[src/rtl/cspc_pkg.sv]
// Shared types and constants for the circle set placement checker.
// No dependencies; every other file in rtl/ imports this package.
package cspc_pkg;

  localparam int MAX_CIRCLES = 64;
  localparam int MAX_ZONES   = 16;

  localparam int COORD_W = 16;
  localparam int RAD_W   = 15;

  localparam int CAW    = (MAX_CIRCLES > 1) ? $clog2(MAX_CIRCLES) : 1;
  localparam int ZAW    = (MAX_ZONES > 1) ? $clog2(MAX_ZONES) : 1;
  localparam int CCNT_W = $clog2(MAX_CIRCLES + 1);
  localparam int ZCNT_W = $clog2(MAX_ZONES + 1);
  localparam int SCAN_W = (CCNT_W > ZCNT_W) ? CCNT_W : ZCNT_W;

  localparam int IN_DATA_W  = 128;
  localparam int OUT_DATA_W = 8;
  localparam int CFG_IDX_W  = 2;

  // Item kinds carried on in_tuser.
  localparam logic [1:0] KIND_ZONE   = 2'd0;
  localparam logic [1:0] KIND_CIRCLE = 2'd1;
  localparam logic [1:0] KIND_CLEAR  = 2'd2;
  localparam logic [1:0] KIND_NONE   = 2'd3;

  // Configuration register indexes.
  localparam logic [CFG_IDX_W-1:0] REG_BOUND_MIN_X = 2'd0;
  localparam logic [CFG_IDX_W-1:0] REG_BOUND_MIN_Y = 2'd1;
  localparam logic [CFG_IDX_W-1:0] REG_BOUND_MAX_X = 2'd2;
  localparam logic [CFG_IDX_W-1:0] REG_BOUND_MAX_Y = 2'd3;

  // Sticky failure flag positions.
  localparam int FLAG_BOUNDS  = 0;
  localparam int FLAG_OVERLAP = 1;
  localparam int FLAG_EXCL    = 2;
  localparam int FLAG_OVF     = 3;

  typedef struct packed {
    logic signed [COORD_W-1:0] x;
    logic signed [COORD_W-1:0] y;
    logic        [RAD_W-1:0]   rad;
  } cspc_circ_t;

  typedef struct packed {
    logic signed [COORD_W-1:0] max_y;
    logic signed [COORD_W-1:0] max_x;
    logic signed [COORD_W-1:0] min_y;
    logic signed [COORD_W-1:0] min_x;
  } cspc_zone_t;

  // The circle under test, held steady for the whole scan.
  typedef struct packed {
    logic signed [COORD_W-1:0] x;
    logic signed [COORD_W-1:0] y;
    logic        [RAD_W-1:0]   inner;
    logic        [RAD_W-1:0]   outer;
  } cspc_probe_t;

endpackage

[src/rtl/cspc_zone_unit.sv]
// Exclusion rectangle store and inner radius clearance test.
// Depends on cspc_pkg.
module cspc_zone_unit (
  input  logic                        clk,
  input  logic                        rst_n,
  input  logic                        wr_en,
  input  logic [cspc_pkg::ZAW-1:0]    wr_addr,
  input  cspc_pkg::cspc_zone_t        wr_data,
  input  logic                        rd_en,
  input  logic [cspc_pkg::ZAW-1:0]    rd_addr,
  input  cspc_pkg::cspc_probe_t       probe,
  output logic                        hit
);
  import cspc_pkg::*;

  cspc_zone_t mem [MAX_ZONES];
  cspc_zone_t rd_data_r;
  logic       v1_r, v2_r, v3_r;

  logic signed [COORD_W:0]   lo_x, hi_x, lo_y, hi_y, mx_x, mx_y;
  logic        [COORD_W-1:0] dx_r, dy_r;
  logic        [31:0]        dx2_r, dy2_r;
  logic        [2*RAD_W-1:0] r2_r;
  logic        [32:0]        dist2;

  always_ff @(posedge clk) begin
    if (wr_en) begin
      mem[wr_addr] <= wr_data;
    end
    if (rd_en) begin
      rd_data_r <= mem[rd_addr];
    end
  end

  always_ff @(posedge clk) begin
    if (!rst_n) begin
      v1_r <= 1'b0;
      v2_r <= 1'b0;
      v3_r <= 1'b0;
    end else begin
      v1_r <= rd_en;
      v2_r <= v1_r;
      v3_r <= v2_r;
    end
  end

  // Clamped distance from the centre to the rectangle along each axis.
  always_comb begin
    lo_x = (COORD_W+1)'(rd_data_r.min_x) - (COORD_W+1)'(probe.x);
    hi_x = (COORD_W+1)'(probe.x) - (COORD_W+1)'(rd_data_r.max_x);
    lo_y = (COORD_W+1)'(rd_data_r.min_y) - (COORD_W+1)'(probe.y);
    hi_y = (COORD_W+1)'(probe.y) - (COORD_W+1)'(rd_data_r.max_y);
    mx_x = (hi_x > lo_x) ? hi_x : lo_x;
    mx_y = (hi_y > lo_y) ? hi_y : lo_y;
  end

  always_ff @(posedge clk) begin
    dx_r  <= mx_x[COORD_W] ? '0 : mx_x[COORD_W-1:0];
    dy_r  <= mx_y[COORD_W] ? '0 : mx_y[COORD_W-1:0];
    dx2_r <= dx_r * dx_r;
    dy2_r <= dy_r * dy_r;
    r2_r  <= probe.inner * probe.inner;
  end

  assign dist2 = {1'b0, dx2_r} + {1'b0, dy2_r};
  assign hit   = v3_r && (dist2 < 33'(r2_r));

endmodule

[config.mk]
export PLATFORM = sky130hd
export DESIGN_NAME = cspc_zone_unit
export DESIGN_NICKNAME = d
export VERILOG_FILES = /design/src/rtl/cspc_pkg.sv /design/src/rtl/cspc_zone_unit.sv
export SDC_FILE = /design/constraint.sdc
export NUM_CORES = 2
export LEC_CHECK = 0
export BUFFER_PORTS_ARGS = -buffer_cell sky130_fd_sc_hd__clkbuf_2
export CORE_MARGIN = 3
export CORE_UTILIZATION = 31
export CTS_BUF_LIST = sky130_fd_sc_hd__clkbuf_4
export DETAILED_ROUTE_END_ITERATION = 12
export PLACE_DENSITY = 0.42
export SLEW_MARGIN = 20
export SYNTH_ARGS = -nofsm -noshare
export SYNTH_HDL_FRONTEND = slang
export SYNTH_SLANG_ARGS = --single-unit
[constraint.sdc]
create_clock -name clk -period 15.9 [get_ports clk]
set_clock_uncertainty 0.15 [all_clocks]
set_input_delay 3.18 -clock clk [delete_from_list [all_inputs] [get_ports clk]]
set_output_delay 3.18 -clock clk [all_outputs]
set_load 0.02 [all_outputs]
==> metrics.yaml <==
run_status:
  status: "completed"
timing:
  worst_pin_slew_ns: 1.02
  max_freq_mhz: 106
  setup_tns_ns: 0
  finalSetupViolCount: 0
  hold_viol_final: 0
  rsz0062_at_grt: "false"
  fin_crit_ns: 9.44
  min_period_over_period_pct: 59.4
  relSlewSlack_pct: 31.8
  finalMaxSlewViolations: 0
worst_setup_path:
  cp-end-kind: "output port"
  path_cells: "ha_1, a211oi_2, o21ai_2, and2_1, o21a_1, nor2_1, nor2b_1, nor2_1, xnor2_1, ha_1, nor2b_1, o21ai_0, a21oi_1, a2111oi_0, o41ai_1, a221oi_1, o21ai_0, a2111oi_2, clkbuf_2"
  critPathMaxStageDelay_ns: 0.68
  cp_slowest_cell: "a2111oi_2"
  crit_family: "compound AO/OA/AOI/OAI gates"
  crit_arrival_ns: 6.11
  worst-path-buf-inv: 1
  crit_type: "flip-flop to output port"
  worst_setup_path_start_kind: "flip-flop"
  required_ns: 12.57
  cp_max_fo: 4
layout:
  nFillCells: 22000
  area_growth_syn_to_layout_pct: 12.5
  layout.nets: 6289
  drive_gt1_share_pct: 20.0
  multi_input_area_um2: 30700
  seq_area_um2: 35200
clocking:
  clk_path_buf_depth: 4
  cts-resized-gates: 0
  cts_setup_buffers: 0
  cts_tree: "done"
  clkLatencyLatePin_ns: 1.29
  cts_made_buffers: 350
  ctsHtreeMaxLevel: 5
  cts.clk_slew.worst_paths_ns: 0.06
  clkSinkCount: 1214
  hold_buffers: 0
  cts_root_buf: "clkbuf_4"
die:
  die_x_um: 479
  dieArea_um2: 230000
  rows: 173
  die_height_um: 479
  fp.coreArea_um2: 223000
  start_util_pct: 31.2
  io_pins: 139
placement:
  dp_hpwl_mm: 112
  numPortBuffers: 123
  place_congestion: 0.777
detailed_routing:
  initialDrtViolationCount: 2191
  wire_per_inst_um: 20.6
  postRouteAntennaNets: 0
  viasPerCell: 4.61
  firstDrtPassIters: 5
  drt_wl_total_mm: 175
  via_count: 39100
  drc: 0
synthesis:
  syn-cell-area_um2: 69500
  ys_top_cells_by_area: "edfxtp_1, fa_1, mux4_2"
  synth_nets: 5901
  yosys_warnings: 0
  syn_area_per_cell_um2: 14.3
  synth_ff_type: "edfxtp_1"
  yosysTopAreaCell: "edfxtp_1"
  ys_ff_latch: 1214
  synth_edf_count: 1088
  synth_seq_area_share_pct: 50.7
  synth.most_common_cell: "edfxtp_1"
  synth-async-reset-ratio_pct: 0
  synth.distinct_cells: 90
  syn_inst: 4851
  synth_common_cells: "edfxtp_1, inv_1, fa_1, ha_1, mux4_2"
  synth_top_area_share_pct: 47.0
global_routing:
  grt_max_degree: 132
  grt_pass1_vias: 43600
  grt_pass1_wl_mm: 268
  overflow: 0
  antenna_found_initial: 33
  grt_usage_pct: 15.5
hold_path:
  hold_path_class: "flip-flop to flip-flop"
flow_run:
  maxCapViolCount: 0
## metrics by stage
stage / setup slack, ns / instances / hold WS (ns) / area [µm²] / utilization, %
2_1_floorplan: 6.98 / 4851 / 0.204 / 69500 / -
3_3_place_gp: 6.29 / 7862 / 0.274 / 73800 / 33.2
3_5_place_dp: 6.33 / 7862 / 0.284 / 73800 / 33.2
4_1_cts: 6.05 / 8448 / 0.298 / 78100 / 35.1
5_1_grt: 5.71 / 8459 / 0.326 / 78100 / 35.1
6_report: 6.46 / 8466 / 0.290 / 78100 / 35.1
## path summary, 6_finish.rpt
| check | start | end | slack [ns] | cells past startpoint |
|---|---|---|---|---|
| setup / recovery | dx2_r[3] | hit | 6.46 | 19 |
| hold / removal | v1_r | v2_r | 0.29 | 1 |
| setup reg to reg | dy_r[13] | dy2_r[28] | 8.95 | 22 |
| hold reg to reg | v1_r | v2_r | 0.29 | 1 |
## per-layer routing
| layer | track usage (%) | vias up | routed length [µm] |
|---|---|---|---|
| met2 | 26.5 | 671 | 87300 |
| li1 | - | 18100 | - |
| met3 | 3.68 | 236 | 7980 |
| met4 | 3.58 | 20 | 2720 |
| met5 | 0 | - | 146 |
| met1 | 19.8 | 20100 | 76500 |
## worst reg2reg max path: stages, from the launching register on
cell,delay [ns]
dfxtp_1,0.76
inv_1,0.40
nor2_1,0.24
ha_1,0.28
xor2_1,0.20
fa_1,0.55
inv_1,0.06
fa_1,0.48
fa_1,0.50
fa_1,0.50
inv_1,0.05
fa_1,0.48
inv_1,0.05
ha_1,0.33
a21o_1,0.19
a21o_1,0.17
a21oi_1,0.16
o21ai_0,0.10
a21oi_1,0.15
nand2_1,0.15
a31oi_4,0.31
or4b_1,0.46
o311ai_1,0.12
## cells by family (layout without fill, tap and decap cells)
group | count (synthesis) | in the layout | synth area share, %
compound gates | 438 | 438 | 4.26
xor+xnor | 171 | 171 | 2.16
flops | 1214 | 1214 | 50.7
simple gates | 794 | 794 | 5.43
fa+ha+maj | 912 | 912 | 21.5
mux | 338 | 338 | 10.7
buf+inv | 984 | 1606 | 5.37
other cells | 0 | 18 | 0
## flip-flops by register name, indices dropped and copies added, names as in the netlist
signal     flops
dy_r          16
dy2_r         31
v2_r           1
v3_r           1
dx2_r         31
dx_r          16
r2_r          29
rd_data_r     64
v1_r           1
mem         1024
## cell usage in the layout (no fill, tap or decap), drive strengths merged, types with 8 or more instances in the layout
master	Yosys	final
a211oi	17	17
a21boi	8	8
a21o	67	67
a21oi	139	139
a31o	9	9
a31oi	10	10
and2	126	126
and3	19	19
buf	36	52
clkbuf	98	638
clkinv	0	55
dfxtp	126	126
diode	0	18
edfxtp	1088	1088
fa	465	465
ha	447	447
inv	850	856
mux2i	12	12
mux4	320	320
nand2	283	283
nand2b	23	23
nand3	37	37
nand4	12	12
nor2	180	180
nor2b	34	34
nor3	37	37
o211ai	8	8
o21a	31	31
o21ai	74	74
o21bai	14	14
or2	12	12
or3	11	11
xnor2	116	116
xor2	55	55
## area by class of cell
cell class / count / share of cell area, %
multi-input combinational: 2653 / 39.3
antenna: 18 / 0.0577
inverter: 850 / 4.08
tap: 2975 / 4.77
timing repair buffer: 170 / 1.31
clock inverter: 66 / 0.469
clock buffer: 520 / 5.00
sequential: 1214 / 45.1
Power is not shown: default switching activity piles up to over one toggle a cycle in this logic, so the estimate is an artifact.
