[config.mk]
export PLATFORM = sky130hd
export DESIGN_NAME = cspc_circle_unit
export DESIGN_NICKNAME = d
export VERILOG_FILES = /design/src/rtl/cspc_pkg.sv /design/src/rtl/cspc_circle_unit.sv
export SDC_FILE = /design/constraint.sdc
export NUM_CORES = 2
export LEC_CHECK = 0
export ABC_CLOCK_PERIOD_IN_PS = 6500
export BUFFER_PORTS_ARGS = -buffer_cell sky130_fd_sc_hd__buf_2
export CORE_MARGIN = 2
export CORE_UTILIZATION = 45
export DETAILED_ROUTE_END_ITERATION = 8
export GPL_ROUTABILITY_DRIVEN = 0
export PLACE_DENSITY = 0.6
export SLEW_MARGIN = 30
export SYNTH_ARGS = -nofsm -noshare
export SYNTH_HDL_FRONTEND = slang
export SYNTH_SLANG_ARGS = --single-unit
[constraint.sdc]
create_clock -name clk -period 6.5 [get_ports clk]
set_clock_uncertainty 0.05 [all_clocks]
set_input_delay 0 -clock clk [delete_from_list [all_inputs] [get_ports clk]]
set_output_delay 0 -clock clk [all_outputs]
set_load 0.01 [all_outputs]
[src/rtl/cspc_pkg.sv]
// Shared types and constants for the circle set placement checker.
// No dependencies; every other file in rtl/ imports this package.
package cspc_pkg;

  localparam int MAX_CIRCLES = 64;
  localparam int MAX_ZONES   = 16;

  localparam int COORD_W = 16;
  localparam int RAD_W   = 15;

  localparam int CAW    = (MAX_CIRCLES > 1) ? $clog2(MAX_CIRCLES) : 1;
  localparam int ZAW    = (MAX_ZONES > 1) ? $clog2(MAX_ZONES) : 1;
  localparam int CCNT_W = $clog2(MAX_CIRCLES + 1);
  localparam int ZCNT_W = $clog2(MAX_ZONES + 1);
  localparam int SCAN_W = (CCNT_W > ZCNT_W) ? CCNT_W : ZCNT_W;

  localparam int IN_DATA_W  = 128;
  localparam int OUT_DATA_W = 8;
  localparam int CFG_IDX_W  = 2;

  // Item kinds carried on in_tuser.
  localparam logic [1:0] KIND_ZONE   = 2'd0;
  localparam logic [1:0] KIND_CIRCLE = 2'd1;
  localparam logic [1:0] KIND_CLEAR  = 2'd2;
  localparam logic [1:0] KIND_NONE   = 2'd3;

  // Configuration register indexes.
  localparam logic [CFG_IDX_W-1:0] REG_BOUND_MIN_X = 2'd0;
  localparam logic [CFG_IDX_W-1:0] REG_BOUND_MIN_Y = 2'd1;
  localparam logic [CFG_IDX_W-1:0] REG_BOUND_MAX_X = 2'd2;
  localparam logic [CFG_IDX_W-1:0] REG_BOUND_MAX_Y = 2'd3;

  // Sticky failure flag positions.
  localparam int FLAG_BOUNDS  = 0;
  localparam int FLAG_OVERLAP = 1;
  localparam int FLAG_EXCL    = 2;
  localparam int FLAG_OVF     = 3;

  typedef struct packed {
    logic signed [COORD_W-1:0] x;
    logic signed [COORD_W-1:0] y;
    logic        [RAD_W-1:0]   rad;
  } cspc_circ_t;

  typedef struct packed {
    logic signed [COORD_W-1:0] max_y;
    logic signed [COORD_W-1:0] max_x;
    logic signed [COORD_W-1:0] min_y;
    logic signed [COORD_W-1:0] min_x;
  } cspc_zone_t;

  // The circle under test, held steady for the whole scan.
  typedef struct packed {
    logic signed [COORD_W-1:0] x;
    logic signed [COORD_W-1:0] y;
    logic        [RAD_W-1:0]   inner;
    logic        [RAD_W-1:0]   outer;
  } cspc_probe_t;

endpackage

[src/rtl/cspc_circle_unit.sv]
// Circle store and outer radius overlap test, one stored circle per cycle.
// Depends on cspc_pkg.
module cspc_circle_unit (
  input  logic                        clk,
  input  logic                        rst_n,
  input  logic                        wr_en,
  input  logic [cspc_pkg::CAW-1:0]    wr_addr,
  input  cspc_pkg::cspc_circ_t        wr_data,
  input  logic                        rd_en,
  input  logic [cspc_pkg::CAW-1:0]    rd_addr,
  input  cspc_pkg::cspc_probe_t       probe,
  output logic                        hit
);
  import cspc_pkg::*;

  cspc_circ_t mem [MAX_CIRCLES];
  cspc_circ_t rd_data_r;
  logic       v1_r, v2_r, v3_r;

  logic signed [COORD_W:0]   dx_r, dy_r;
  logic        [RAD_W:0]     sum_r;
  logic        [31:0]        dx2_r, dy2_r, s2_r;
  logic signed [2*COORD_W+1:0] dx_sq, dy_sq;
  logic        [2*RAD_W+1:0] s_sq;
  logic        [32:0]        dist2;

  always_ff @(posedge clk) begin
    if (wr_en) begin
      mem[wr_addr] <= wr_data;
    end
    if (rd_en) begin
      rd_data_r <= mem[rd_addr];
    end
  end

  always_ff @(posedge clk) begin
    if (!rst_n) begin
      v1_r <= 1'b0;
      v2_r <= 1'b0;
      v3_r <= 1'b0;
    end else begin
      v1_r <= rd_en;
      v2_r <= v1_r;
      v3_r <= v2_r;
    end
  end

  assign dx_sq = dx_r * dx_r;
  assign dy_sq = dy_r * dy_r;
  assign s_sq  = sum_r * sum_r;

  always_ff @(posedge clk) begin
    dx_r  <= (COORD_W+1)'(probe.x) - (COORD_W+1)'(rd_data_r.x);
    dy_r  <= (COORD_W+1)'(probe.y) - (COORD_W+1)'(rd_data_r.y);
    sum_r <= {1'b0, probe.outer} + {1'b0, rd_data_r.rad};
    dx2_r <= dx_sq[31:0];
    dy2_r <= dy_sq[31:0];
    s2_r  <= s_sq[31:0];
  end

  // Touching circles pass; only a strictly shorter distance overlaps.
  assign dist2 = {1'b0, dx2_r} + {1'b0, dy2_r};
  assign hit   = v3_r && (dist2 < {1'b0, s2_r});

endmodule

==> results summary <==
The run finished with clean final reports. The path with the worst hold slack has its endpoint at sum_r[1]$_DFF_P_. Yosys mapped a number of flops with a built-in enable equal to 3,055. Data arrives at the worst endpoint at 6170 ps. During placement, the flow inserted port buffers numbering 110. The final cycle utilization of the critical path came out at 95.7%. The signal on the critical path passes through ha_1 > a21oi_1 > nand4b_1 > nand3_1 > a41oi_1 > and4bb_2 > or2_2 > o21a_1 > nor2_1 > xnor2_1 > ha_1 > a211o_1 > o211ai_1 > a21oi_1 > o21a_1 > o21ai_0 > o311ai_1 > a311o_1 > o211ai_1 > and4_1 > buf_2.

The cell chosen for the clock root is sky130_fd_sc_hd__clkbuf_16. The data required time at the worst endpoint is between 6000 and 7000 ps. The worst min-delay path startpoint is probe[1].

The die boundary width is between 500 and 600 um. By area, the combinational part of the netlist is dominated by multiplexers. The insertion delay to the later sink of the worst-skew pair is 930 ps. The via count of the first global-routing pass came out at 79,516. The H-tree was split into 5 levels.

The count of final setup violators is 0. The multi-input gate area in the final layout came out at 49,000 um^2. Yosys attributes the largest share of cell area to sky130_fd_sc_hd__edfxtp_1, sky130_fd_sc_hd__mux4_2, sky130_fd_sc_hd__fa_1. The most common flop cell mapped by yosys is sky130_fd_sc_hd__edfxtp_1. The worst setup path is launched from a register. In this run the remaining antenna-violating nets after routing total 0. The floorplan step defined a die boundary enclosing 333,000 um^2. At the end of the flow, the number of nets in the layout was approximately 9,700. The simple-gate area share of the yosys netlist is 2.74%. The standard-cell row count is 210. 126 I/O pins were placed. During synthesis, Yosys emitted a total of 0 warnings. Summing the areas of all compound-gate instances in the mapped netlist gives about 1.5% of the synthesized area. The fraction of the mapped netlist area in adder cells came out at 12.4%. The post-synthesis async set-or-reset flop share came out at 0%.

The class of the most critical hold timing path is in -> reg. TritonCTS built the clock tree. The worst hold path cell count came out at 5. In this run the critical register-to-register path is launched from dy_r[15]$_DFF_P_. Setup repair after global routing left no endpoint under its margin. The detailed-route DRC error count is 0. The synthesized design devotes to its leading area cell type 62.0% of total area.

The register-to-register path setup slack came out at 280 ps. The die outline height is around 580 um. The routed wirelength normalized by instance count came out at 30.3 um. On the critical path the largest part of the delay comes from compound AO/OA/AOI/OAI gates. In this run, the number of DRC markers left after iteration 0 of detailed routing was 8,666. Entering global routing, the biggest net connects around 110 pins. Across the whole layout, storage elements account for 94,700 um^2.

In this run, synthesis produced a sequential element count of 3,201. The detailed-router iteration count before antenna repair came out at 5. The fraction of synthesized area in multiplexers is 15.0%. Wires add up to 397,000 um. The final critical delay including setup and external delays is between 6000 and 7000 ps. The via count came out at 75,941.

The relative slew slack is about 30%. The final hold slack is 73.7 ps. The number of nets in the synthesized netlist is 9,058. The maximum number of buffers from clock root to sink came out at 4.

The number of hold violations in the final report is 0. The number of distinct library cells after synthesis came out at 69. The transition at the pin with the smallest max-transition slack is 1050 ps. The count of mapped cells out of synthesis is a little under 8,000.

The vias per cell is 5.79. The post-layout utilization of the core is 51.5%. The largest incremental delay on the critical path came out at 460 ps. By startpoint and endpoint, the worst setup path is classified as reg -> out. Each instance of the synthesized netlist takes up on average 18.8 um^2. The largest total area in the synthesized netlist belongs to sky130_fd_sc_hd__edfxtp_1.

The met2 wire length is 196,000 um. The number of cells traversed by the worst register-to-register path came out at 21. The effective utilization at floorplan is 45.2%.

The total met3 wirelength after detailed routing is 31,300 um. The fmax came out at approximately 160 MHz. For this design, the slowest cell found on the critical path is sky130_fd_sc_hd__dfxtp_1. The combined global-route utilization of all metal layers came out at ~24%. The synthesized netlist occupies a cell area of between 100,000 and 150,000 um^2. The core region is 327,000 um^2.

Of the total synthesized cell area, the portion taken by XOR and XNOR cells is between 1 and 1.5%. The number of antenna violations at the first check in global routing came out at 43. The post-detailed-placement half-perimeter wirelength is 236,000 um. The fill cell total of the finished layout came out at between 20,000 and 30,000. The routed metal-1 wire length is about 160,000 um. The sequential area share after synthesis came out at between 60% and 70%.

The number of max-slew violations in the final report came out at 0. The clock slew at the register clock pins of the worst setup and hold paths came out at 60 ps. The total overflow left after global routing is 0. The max-capacitance violation count came out at 0.

The clock sink total came out at roughly 3,200. In this run the worst path has a maximum fanout of 5. In this run the critical register-to-register path is captured at dy2_r[31]$_DFF_P_. The worst setup path is captured at an output pin. The growth of design area from synthesis to finish came out at 14.0%. The sum of buffers and inverters on the critical path came out at 1. The share of final-layout standard cells stronger than drive strength 1 is 22.7%.

The highest metal layer carrying signal wires in the routed design is met5. The first global-routing pass estimated roughly 570,000 um of wire. The total CTS buffers came out at 331.
==> synth_stat cells, types with 4 or more instances <==
library cell,n
sky130_fd_sc_hd__o21bai_1,11
sky130_fd_sc_hd__ha_1,375
sky130_fd_sc_hd__or3_1,7
sky130_fd_sc_hd__xor2_1,40
sky130_fd_sc_hd__buf_4,12
sky130_fd_sc_hd__nand3_1,35
sky130_fd_sc_hd__o22ai_1,4
sky130_fd_sc_hd__a21boi_0,5
sky130_fd_sc_hd__buf_2,57
sky130_fd_sc_hd__buf_1,32
sky130_fd_sc_hd__o21a_1,18
sky130_fd_sc_hd__a2111oi_0,6
sky130_fd_sc_hd__nand2b_1,19
sky130_fd_sc_hd__xnor2_1,144
sky130_fd_sc_hd__and3_1,17
sky130_fd_sc_hd__nor2b_1,47
sky130_fd_sc_hd__nor2_1,192
sky130_fd_sc_hd__a211oi_1,12
sky130_fd_sc_hd__o21ai_0,60
sky130_fd_sc_hd__inv_1,957
sky130_fd_sc_hd__nor3b_1,4
sky130_fd_sc_hd__nand4_1,13
sky130_fd_sc_hd__nand3b_1,5
sky130_fd_sc_hd__and4_1,4
sky130_fd_sc_hd__or2_2,11
sky130_fd_sc_hd__a21o_1,46
sky130_fd_sc_hd__clkbuf_1,190
sky130_fd_sc_hd__o211ai_1,8
sky130_fd_sc_hd__nand2_1,296
sky130_fd_sc_hd__and2_1,159
sky130_fd_sc_hd__a31oi_1,8
sky130_fd_sc_hd__dfxtp_1,146
sky130_fd_sc_hd__a31o_2,9
sky130_fd_sc_hd__edfxtp_1,3055
sky130_fd_sc_hd__o2111ai_1,4
sky130_fd_sc_hd__fa_1,680
sky130_fd_sc_hd__a41oi_1,4
sky130_fd_sc_hd__mux4_2,985
sky130_fd_sc_hd__nor3_1,32
sky130_fd_sc_hd__a21oi_1,120
sky130_fd_sc_hd__mux2_2,5
sky130_fd_sc_hd__a211o_1,5
==> tightest hold or removal path, delay by kind of cell <==
kind,cells,cell delay [ps]
fa+ha+maj,1,160
buf+inv,4,820
==> state kept, by name, indices dropped and copies added (netlist names), 16 cells and up <==
signal / flops
s2_r: 31
dx2_r: 31
sum_r: 16
mem: 3008
rd_data_r: 47
dy2_r: 31
dy_r: 17
dx_r: 17
==> cell usage in the layout (no fill, tap or decap), types with 155 or more instances in the layout <==
cell,instances
sky130_fd_sc_hd__edfxtp_1,3055
sky130_fd_sc_hd__mux4_2,985
sky130_fd_sc_hd__inv_1,956
sky130_fd_sc_hd__fa_1,678
sky130_fd_sc_hd__ha_1,374
sky130_fd_sc_hd__clkbuf_16,335
sky130_fd_sc_hd__nand2_1,295
sky130_fd_sc_hd__buf_4,293
sky130_fd_sc_hd__and2_1,159
sky130_fd_sc_hd__dlygate4sd3_1,155
==> per-layer routing <==
| layer | up-vias | GRT usage [%] |
|---|---|---|
| met5 | - | 0 |
| met4 | 24 | 5.75 |
| met3 | 533 | 3.87 |
| met2 | 3073 | 40.0 |
| met1 | 41192 | 33.6 |
| li1 | 31119 | - |
==> what timing repair did <==
item / CTS / global route
gates resized for setup: 1 / 47
buffers inserted: 0 / 2
setup endpoints to repair: 1 / 12
hold buffers: 155 / 0
pin swaps: 0 / 3
hold endpoints to repair: 3394 / 0
==> per-stage QoR <==
step / TNS (ps) / instance area (um^2) / cells / setup slack (ps)
3_3_place_gp: 0 / 156000 / 12324 / 84.4
2_1_floorplan: 0 / 148000 / 7878 / 219
6_report: 0 / 169000 / 13106 / 278
5_1_grt: 0 / 169000 / 13094 / 0.562
4_1_cts: 0 / 168000 / 13086 / 47.2
3_5_place_dp: -27.9 / 156000 / 12332 / -27.9
==> worst max-delay path by stage <==
stage | endpoint | depth (start not counted) | start | slack [ps]
6_report | hit | 21 | dy2_r[3]$_DFF_P_ | 280
5_1_grt | s2_r[31]$_DFF_P_ | 23 | sum_r[5]$_DFF_P_ | 0.6
4_1_cts | dy2_r[31]$_DFF_P_ | 22 | dy_r[5]$_DFF_P_ | 50
3_5_place_dp | s2_r[31]$_DFF_P_ | 22 | sum_r[8]$_DFF_P_ | -30
3_3_place_gp | s2_r[31]$_DFF_P_ | 22 | sum_r[8]$_DFF_P_ | 80
2_1_floorplan | dy2_r[31]$_DFF_P_ | 22 | dy_r[16]$_DFF_P_ | 220
==> layout make-up <==
class                   instances  area share, %
repair buffers                558           3.04
clock buffers                 403           5.13
well taps                    4346           3.22
diodes                         17         0.0252
flip-flops and latches       3201           56.2
multi-input cells            3428           29.1
inverters                     957           2.13
clock inverters               196           1.23
==> logic make-up after synthesis <==
logic type,count (synthesis)
fa+ha+maj,1055
buf+inv,1249
simple gates,850
flops,3201
mux,992
xor+xnor,184
compound gates,347
Power is not shown: default switching activity piles up to over one toggle a cycle in this logic, so the estimate is an artifact.
